--- src/sv/sgm_pkg.sv ---
// Shared types and constants for the Sobel gradient magnitude block.
// Used by sgm_ctrl, sgm_datapath and sobel_gradient_magnitude; depends on nothing.
package sgm_pkg;

  localparam int MAX_WIDTH  = 1024;
  localparam int MAX_HEIGHT = 4096;

  localparam int PIX_W   = 8;
  localparam int COL_W   = 10;
  localparam int ROW_W   = 12;
  localparam int WIDTH_W = 11;
  localparam int HEIGHT_W = 13;

  localparam logic [WIDTH_W-1:0]  WIDTH_RESET  = 11'd640;
  localparam logic [HEIGHT_W-1:0] HEIGHT_RESET = 13'd480;
  localparam logic [WIDTH_W-1:0]  WIDTH_MIN    = 11'd3;
  localparam logic [HEIGHT_W-1:0] HEIGHT_MIN   = 13'd3;
  localparam logic [WIDTH_W-1:0]  WIDTH_MAX    = WIDTH_W'(MAX_WIDTH);
  localparam logic [HEIGHT_W-1:0] HEIGHT_MAX   = HEIGHT_W'(MAX_HEIGHT);

  localparam int ROOT_STEPS = 8;
  localparam int STEP_W     = $clog2(ROOT_STEPS);

  typedef struct packed {
    logic [PIX_W-1:0] pixel;
    logic             frame_start;
  } pixel_t;

  typedef struct packed {
    logic [PIX_W-1:0] magnitude;
    logic [ROW_W-1:0] centre_row;
    logic [COL_W-1:0] centre_col;
    logic             frame_done;
  } result_t;

  typedef struct packed {
    logic load;
    logic calc;
    logic square;
    logic sum;
    logic root;
    logic put;
  } ctrl_cmd_t;

  typedef struct packed {
    logic window_full;
    logic root_last;
    logic put_ok;
  } ctrl_status_t;

endpackage

--- src/sv/sgm_ctrl.sv ---
// Controller state machine that sequences one pixel through the datapath.
// Depends on sgm_pkg for the command and status structs.
module sgm_ctrl (
  input  logic                  clk,
  input  logic                  rst,
  input  logic                  pixel_valid,
  output logic                  pixel_ready,
  output sgm_pkg::ctrl_cmd_t    cmd,
  input  sgm_pkg::ctrl_status_t status
);

  localparam logic [2:0] ST_IDLE   = 3'd0;
  localparam logic [2:0] ST_CALC   = 3'd1;
  localparam logic [2:0] ST_SQUARE = 3'd2;
  localparam logic [2:0] ST_SUM    = 3'd3;
  localparam logic [2:0] ST_ROOT   = 3'd4;
  localparam logic [2:0] ST_PUT    = 3'd5;

  logic [2:0] state;
  logic [2:0] state_next;

  always_ff @(posedge clk) begin
    if (rst) begin
      state <= ST_IDLE;
    end else begin
      state <= state_next;
    end
  end

  always_comb begin
    cmd         = '0;
    state_next  = state;
    pixel_ready = 1'b0;
    unique case (state)
      ST_IDLE: begin
        pixel_ready = 1'b1;
        if (pixel_valid) begin
          cmd.load   = 1'b1;
          state_next = ST_CALC;
        end
      end
      ST_CALC: begin
        cmd.calc   = 1'b1;
        state_next = status.window_full ? ST_SQUARE : ST_IDLE;
      end
      ST_SQUARE: begin
        cmd.square = 1'b1;
        state_next = ST_SUM;
      end
      ST_SUM: begin
        cmd.sum    = 1'b1;
        state_next = ST_ROOT;
      end
      ST_ROOT: begin
        cmd.root = 1'b1;
        if (status.root_last) begin
          state_next = ST_PUT;
        end
      end
      ST_PUT: begin
        if (status.put_ok) begin
          cmd.put    = 1'b1;
          state_next = ST_IDLE;
        end
      end
      default: begin
        state_next = ST_IDLE;
      end
    endcase
  end

endmodule

--- config.mk ---
export PLATFORM = sky130hd
export DESIGN_NAME = sgm_ctrl
export DESIGN_NICKNAME = d
export VERILOG_FILES = /design/src/sv/sgm_pkg.sv /design/src/sv/sgm_ctrl.sv
export SDC_FILE = /design/constraint.sdc
export NUM_CORES = 1
export LEC_CHECK = 0
export BUFFER_PORTS_ARGS = -buffer_cell sky130_fd_sc_hd__buf_2
export CORE_AREA = 4 4 41 43
export CTS_CLUSTER_SIZE = 16
export DETAILED_ROUTE_END_ITERATION = 10
export DIE_AREA = 0 0 45 47
export MAX_ROUTING_LAYER = met4
export PLACE_DENSITY_LB_ADDON = 0.3
export REMOVE_ABC_BUFFERS = 1
export SYNTH_ARGS = -nofsm -noshare
export SYNTH_HDL_FRONTEND = slang
export SYNTH_SLANG_ARGS = --single-unit
--- constraint.sdc ---
create_clock -name clk -period 2.51 [get_ports clk]
set_input_delay 0.251 -clock clk [delete_from_list [all_inputs] [get_ports clk]]
set_output_delay 0.251 -clock clk [all_outputs]
set_load 0.02 [all_outputs]
==> results of run 1 <==
final cells by class:
cell class / count / share of cell area (%)
multi-input cells: 19 / 41.30
clock buffers: 4 / 9.130
flip-flops and latches: 3 / 20.87
repair buffers: 12 / 20.87
inverters: 1 / 1.304
well taps: 15 / 6.522
cells by family (layout without fill, tap and decap cells):
logic type	Yosys count	after routing	share of synthesized area, %
flip-flops	3	3	31.58
AND/OR/NAND/NOR	15	15	44.74
buffers and inverters	2	17	5.921
AO/OA/AOI/OAI	3	3	11.84
multiplexers	1	1	5.921
per-layer routing:
metal	vias up	track usage, %
met5	-	-
met4	0	3.509
met3	0	6.130
met2	15	5.650
met1	84	7.483
li1	109	-
synth_stat cells:
master,instances
a21oi_1,1
and2_1,1
buf_4,1
dfxtp_1,3
inv_1,1
mux2_2,1
nand2_1,3
nand2b_1,1
nand2b_4,1
nor2_1,3
nor3_1,3
nor3b_1,2
o21ai_0,1
o31ai_2,1
or2_1,1
path summary, 6_finish.rpt:
check	cells past startpoint	slack, ns	from	to
worst max register to register	3	1.50	state[0]	state[1]
worst min-delay path	2	0.24	rst	state[1]
worst min register to register	1	0.56	state[2]	state[1]
worst max-delay path	4	1.03	state[0]	cmd[2]
critical path, stage by stage (launching register included):
cell	delay, ns
dfxtp_1	0.48
nand2_1	0.08
or2_1	0.23
inv_1	0.05
buf_2	0.15
per-stage QoR:
| stage | instance area, sq um | power (mW) | worst slack, ns | hold slack (ns) | std cells |
|---|---|---|---|---|---|
| detailed placement | 261.5 | 0.09000 | 1.275 | 0.4754 | 50 |
| global route | 287.8 | 0.1871 | 0.9175 | 0.2398 | 54 |
| floorplan | 182.7 | 0.07634 | 1.044 | 0.3201 | 23 |
| global placement | 261.5 | 0.08988 | 1.279 | 0.4786 | 50 |
| CTS | 287.8 | 0.1795 | 1.014 | 0.2286 | 54 |
| finish | 287.8 | 0.1749 | 1.033 | 0.2357 | 54 |
power by group:
part / internal [mW] / leakage [nW] / switching [mW]
Clock: 0.0597 / 0.0150 / 0.0263
Sequential: 0.0506 / 0.0245 / 0.00532
Combinational: 0.0144 / 0.107 / 0.0186
==> results.toml, run 1 <==
[synthesis]
yosysTopAreaCellShare_pct = 31.58
synth_seq_cells = 3
syn_area_sq_um = 190.2
synthCells = 24
synth_warnings = 0
syn_avg_cell_area_sq_um = 7.924
ys_types = 15
ys_seq_area_share_pct = 31.58
synth.area.top_cells = "dfxtp_1 32%, nor3_1 7.9%, nor3b_1 7.9%, nand2b_4 7.2%, o31ai_2 6.6%"
synth_area_leader_cell = "dfxtp_1"

[route]
m1WireLength_microns = 254
met3RoutedLength_microns = 92
drtAntennaViolNets = 0
drc = 0
vias_per_cell = 3.852
dr_wl_met2_microns = 143
routed_wl_microns = 490
num_vias = 208
highest_layer = "met3"
drtIter0Drc = 1
dr.pass1.iters = 2
wl_per_cell_microns = 9.074

[clocking]
clk_path_buf_depth = 2
cts_root_buf = "clkbuf_4"
cts_buffers = 3
clock_latency_ns = 0.24
numClockSinks = 3
hold_buffers = 0
cts.clk_slew.worst_paths_ns = 0.04
h-tree-depth = 1
cts_tree = "done"
cts_setup_buffers = 0
post_cts_resize_count = 0

[grt]
grt_max_degree = 11
grt_pass1_vias = 181
grt-ovfl-total = 0
grt_pass1_wl_microns = 779
antenna_found_initial = 0
globalRouteTotalUtil_pct = 6.112

[die]
fp.dieArea_sq_mm = 0.002115
die_w_microns = 45
die_h_microns = 47
io_pins = 13
initial_utilization_pct = 14.62
core_area_sq_mm = 0.001301
rows = 13

[pwr]
p_per_area_mw_per_mm2 = 607.7
ir_drop_mv = 0.2302
p_leak_nw = 0.1462

[final_layout]
largest_reg_flops = 3
fin_util_pct = 22.12
drive_gt1_share_pct = 46.15
multi_input_area_sq_um = 118.9
final_common_cell = "buf_2"
top_register = "state"
n_fill_cell = 153
largest_registers = "state: 3 flops"
area_delta_synth_final_pct = 51.32
n_antenna_cell = 0
num-nets-final = 46
final-seq-area_sq_um = 60.06

[setup_path]
critPathLaunchType = "flip-flop"
worst-path-max-fanout = 10
path_class = "flip-flop to primary output"
worstPathArrival_ns = 1.23
setup.worst_path.end_class = "primary output"
required_ns = 2.26

[sta]
slew_violations = 0
rsz0062_at_grt = "no"
setup_violations = 0
relSlewSlack_pct = 80.39
fin_crit_ns = 1.477
fin_setup_tns_ns = 0
finalCritPeriodShare_pct = 58.84
finalHoldViolCount = 0
fmax_mhz = 677.1
worstMarginPinSlew_ns = 0.2937
skew_ns = 0.006408

[placed_design]
place.gp.congestion = 0.6783
io_buffers = 12

[run]
max-cap-violations = 0

[run_status]
outcome = "finished clean"

[hold_path]
worstHoldPathType = "input pin to flip-flop"
Power figures use the tool's default switching activity.
==> run 2, diff against run 1 <==
==> constraint.sdc (replaced) <==
create_clock -name clk -period 1.3 [get_ports clk]
set_input_delay 0.13 -clock clk [delete_from_list [all_inputs] [get_ports clk]]
set_output_delay 0.13 -clock clk [all_outputs]
set_load 0.02 [all_outputs]
==> results.toml, run 2 (synthesis gave the netlist of run 1 again) <==
[final_layout]
num-nets-final = 47
fin_util_pct = 23.37
largest_registers = "state: 3 flops"
area_delta_synth_final_pct = 59.87
top_register = "state"
largest_reg_flops = 3
most-common-layout-cells = "12 x buf_2, 3 x nor2_1, 3 x nand2_1, 3 x clkbuf_4"
drive_gt1_share_pct = 57.50
n_antenna_cell = 0
final_common_cell = "buf_2"

[setup_path]
slowest_delay_ns = 0.39
path_class = "flip-flop to primary output"
path_delay_family = "flip-flops"
crit_slowest_cell = "dfxtp_2"
crit_chain = "nand2_1, or2_1, inv_1, buf_2"
required_ns = 1.17
crit_buf_inv = 2
setup.worst_path.end_class = "primary output"
critPathLaunchType = "flip-flop"
worstPathArrival_ns = 1.10
rrSetupSlack_ns = 0.28
worst-path-max-fanout = 7

[placed_design]
place.gp.congestion = 0.6712
io_buffers = 12
dp_worst_setup_slack_ns = 0.1909

[sta]
worstMarginPinSlew_ns = 0.1967
finalHoldViolCount = 0
fmax_mhz = 811.2
finalCritPeriodShare_pct = 94.83
setup_violations = 0
hold_ws_ns = 0.1078
rsz0062_at_grt = "no"
fin_setup_tns_ns = 0
slew_violations = 0
skew_ns = 0.005497
setup_ws_ns = 0.06727
fin_crit_ns = 1.233
relSlewSlack_pct = 86.75

[clocking]
clock_latency_ns = 0.23
cts_buffers = 3
clk_path_buf_depth = 2
numClockSinks = 3
cts_root_buf = "clkbuf_4"
h-tree-depth = 1
cts.clk_slew.worst_paths_ns = 0.04
cts_tree = "done"

[grt]
grt_max_degree = 11
grt_pass1_wl_microns = 779
grt-ovfl-total = 0
grt_pass1_vias = 183
globalRouteTotalUtil_pct = 5.623
antenna_found_initial = 0

[route]
drtIter0Drc = 1
num_vias = 203
drc = 0
vias_per_cell = 3.691
wl_per_cell_microns = 9.618
drtAntennaViolNets = 0
routed_wl_microns = 529
dr.pass1.iters = 2

[pwr]
pwr-share-seq_pct = 31.5
ir_drop_mv = 0.5199
p_clk_share_pct = 48.1
sw_frac_of_total_pct = 28.55
total_power_uw = 341.2
p_comb_share_pct = 20.4
p_per_area_mw_per_mm2 = 1122
p_sw_uw = 97.43
internal-power_uw = 243.8
p_leak_nw = 0.1540

[hold_path]
worstHoldPathType = "input pin to flip-flop"

[die]
die_w_microns = 45
core_area_sq_mm = 0.001301
fp.dieArea_sq_mm = 0.002115
io_pins = 13
initial_utilization_pct = 14.62
die_h_microns = 47
rows = 13

[run]
max-cap-violations = 0

[run_status]
outcome = "finished clean"
## run 2: cell types whose count changed in the layout (fill, tap and decap cells not counted), sizes merged
cell | previous run | this run
clkbuf | 4 | 5
## run 2: power by group through the flow
stage          Combinational, mW  Sequential [mW]  Clock, mW
3_3_place_gp              0.0643            0.109          0
3_5_place_dp              0.0641            0.110          0
2_1_floorplan             0.0408            0.107          0
4_1_cts                   0.0643            0.109      0.171
6_report                  0.0696            0.107      0.164
5_1_grt                   0.0767            0.109      0.174
## run 2: per-layer routing
layer | GRT usage [%] | part of all wire (%) | vias to the layer above
li1 | - | - | 112
met1 | 7.256 | 55 | 78
met2 | 5.932 | 31 | 13
met3 | 2.682 | 14 | 0
met4 | 5.263 | 0 | 0
met5 | - | 0 | -
## run 2: final timing paths
| path | from | to | cells past startpoint |
|---|---|---|---|
| setup / recovery | state[1] | cmd[2] | 4 |
| hold / removal | rst | state[1] | 2 |
| setup reg to reg | state[0] | state[1] | 4 |
| hold reg to reg | state[2] | state[1] | 1 |
## run 2: final cells by class
| cell class | instances | area [sq um] |
|---|---|---|
| clock buffer | 4 | 26.28 |
| fill | 160 | 997.2 |
| inverter | 1 | 3.754 |
| multi-input combinational | 19 | 123.9 |
| sequential | 3 | 66.31 |
| tap | 15 | 18.77 |
| timing repair buffer | 13 | 65.06 |
## run 2: worst reg2reg max path: cells and delay by family (launching register included)
family                 cells  cell delay [ns]
buffers and inverters      1             0.16
and+or+nand+nor            2             0.17
DFF                        1             0.37
muxes                      1             0.25
## run 2: through the flow
stage,instance area [sq um],std cells
after floorplan,182.7,23
after global placement,261.5,50
after detailed placement,261.5,50
after CTS,289.0,54
after global routing,304.0,55
final,304.0,55
## run 2: repair_timing
item                                   CTS  global route
resized for setup                        1             4
setup buffers                            0             1
setup endpoints to repair                2             3
endpoints found under the hold margin    0             0
gates cloned                             0             0
hold buffers                             0             0
==> run 3, diff against run 2 <==
--- a/config.mk
+++ b/config.mk
@@ -13,6 +13,7 @@
 export MAX_ROUTING_LAYER = met4
 export PLACE_DENSITY_LB_ADDON = 0.3
 export REMOVE_ABC_BUFFERS = 1
+export SETUP_SLACK_MARGIN = 0.3
 export SYNTH_ARGS = -nofsm -noshare
 export SYNTH_HDL_FRONTEND = slang
 export SYNTH_SLANG_ARGS = --single-unit
==> results.toml, run 3 (synthesis gave the netlist of run 1 again) <==
[final_layout]
n_fill_cell = 152
final_common_cell = "buf_2"
largest_reg_flops = 3
n_antenna_cell = 0
most-common-layout-cells = "7 x buf_2, 4 x buf_4, 3 x nor2_1, 3 x nand2_1, 3 x clkbuf_4"
top_register = "state"
num-nets-final = 47
drive_gt1_share_pct = 57.50
largest_registers = "state: 3 flops"
area_delta_synth_final_pct = 73.03

[die]
rows = 13
fp.dieArea_sq_mm = 0.002115
io_pins = 13
core_area_sq_mm = 0.001301
initial_utilization_pct = 14.62
die_w_microns = 45
die_h_microns = 47

[route]
vias_per_cell = 3.891
drc = 0
dr.pass1.iters = 2
routed_wl_microns = 545
drtAntennaViolNets = 0
wl_per_cell_microns = 9.909
drtIter0Drc = 1
num_vias = 214

[sta]
fmax_mhz = 835.4
setup_ws_ns = 0.1030
relSlewSlack_pct = 87.00
finalHoldViolCount = 0
worstMarginPinSlew_ns = 0.1929
setup_violations = 0
skew_ns = 0.004656
hold_ws_ns = 0.1015
rsz0062_at_grt = "yes"
finalCritPeriodShare_pct = 92.08
slew_violations = 0
fin_crit_ns = 1.197

[setup_path]
setup.worst_path.end_class = "primary output"
worstPathArrival_ns = 1.07
required_ns = 1.17
worst-path-max-fanout = 7
critPathLaunchType = "flip-flop"
path_class = "flip-flop to primary output"

[clocking]
cts_tree = "done"
clock_latency_ns = 0.24
clk_path_buf_depth = 2
h-tree-depth = 1
cts_root_buf = "clkbuf_4"
cts_buffers = 3
numClockSinks = 3
cts.clk_slew.worst_paths_ns = 0.04

[placed_design]
place.gp.congestion = 0.6712
dp_worst_setup_slack_ns = 0.1909
io_buffers = 12

[grt]
grt_max_degree = 8
globalRouteTotalUtil_pct = 6.601
grt_pass1_wl_microns = 910
grt_pass1_vias = 216
grt-ovfl-total = 0
antenna_found_initial = 0

[pwr]
ir_drop_mv = 0.5261
p_leak_nw = 0.1552
p_per_area_mw_per_mm2 = 1070

[run]
max-cap-violations = 0

[run_status]
outcome = "finished clean"

[hold_path]
worstHoldPathType = "input pin to flip-flop"
==> run 3: cell count changes in the layout (fill, tap and decap cells not counted) <==
cell      change
buf_2         -5
buf_6         +2
dfxtp_4       +1
clkbuf_2      -1
dfxtp_2       -1
buf_4         +4
==> run 3: path summary, 6_finish.rpt <==
check / start / end / slack, ns / cells after the start
max: state[0] / cmd[2] / 0.10 / 4
min: rst / state[1] / 0.10 / 2
max reg2reg: state[0] / state[1] / 0.32 / 4
min reg2reg: state[2] / state[1] / 0.48 / 1
==> run 3: report_power, final <==
part | leakage (nW) | internal (mW) | switching, mW
clock network | 0.0150 | 0.115 | 0.0513
logic | 0.114 | 0.0391 | 0.0396
registers | 0.0264 | 0.0971 | 0.00967
total | 0.155 | 0.251 | 0.101
==> run 3: per-layer routing <==
metal	global-route usage, %	routed length [microns]	vias to the layer above	share of wire, %
met5	-	0	-	0
met4	7.018	17	0	3.1
met3	2.299	67	2	12
met2	7.910	163	15	30
met1	7.937	297	84	54
li1	-	-	113	-
==> run 3: worst max-delay path, stage by stage, from the launching register on <==
cell and delay (ns):
dfxtp_4 0.37, nand2_1 0.05, or2_1 0.22, inv_1 0.07, buf_6 0.11
==> run 3: area by class of cell <==
type | instances | area (sq um) | area share (%)
clock buffer | 4 | 26.28 | 7.985
inverter | 1 | 3.754 | 1.141
multi-input combinational | 19 | 123.9 | 37.64
sequential | 3 | 68.82 | 20.91
tap | 15 | 18.77 | 5.703
timing repair buffer | 13 | 87.58 | 26.62
==> run 3: repair_timing <==
| item | in CTS | in global routing |
|---|---|---|
| hold buffers | 0 | 0 |
| pin swaps | 3 | 1 |
| buffers inserted | 1 | 0 |
| cloned | 0 | 0 |
| resized for setup | 12 | 1 |
| setup endpoints to repair | 8 | 9 |
==> run 3: per-stage QoR <==
step / total power [mW] / util [%] / TNS, ns / std cells / area [sq um]
after floorplan: 0.1474 / - / -0.04519 / 23 / 182.7
after global placement: 0.1734 / 20.10 / 0 / 50 / 261.5
after detailed placement: 0.1737 / 20.10 / 0 / 50 / 261.5
after CTS: 0.3550 / 25.10 / 0 / 55 / 326.6
after global routing: 0.3726 / 25.29 / 0 / 55 / 329.1
final: 0.3520 / 25.29 / 0 / 55 / 329.1
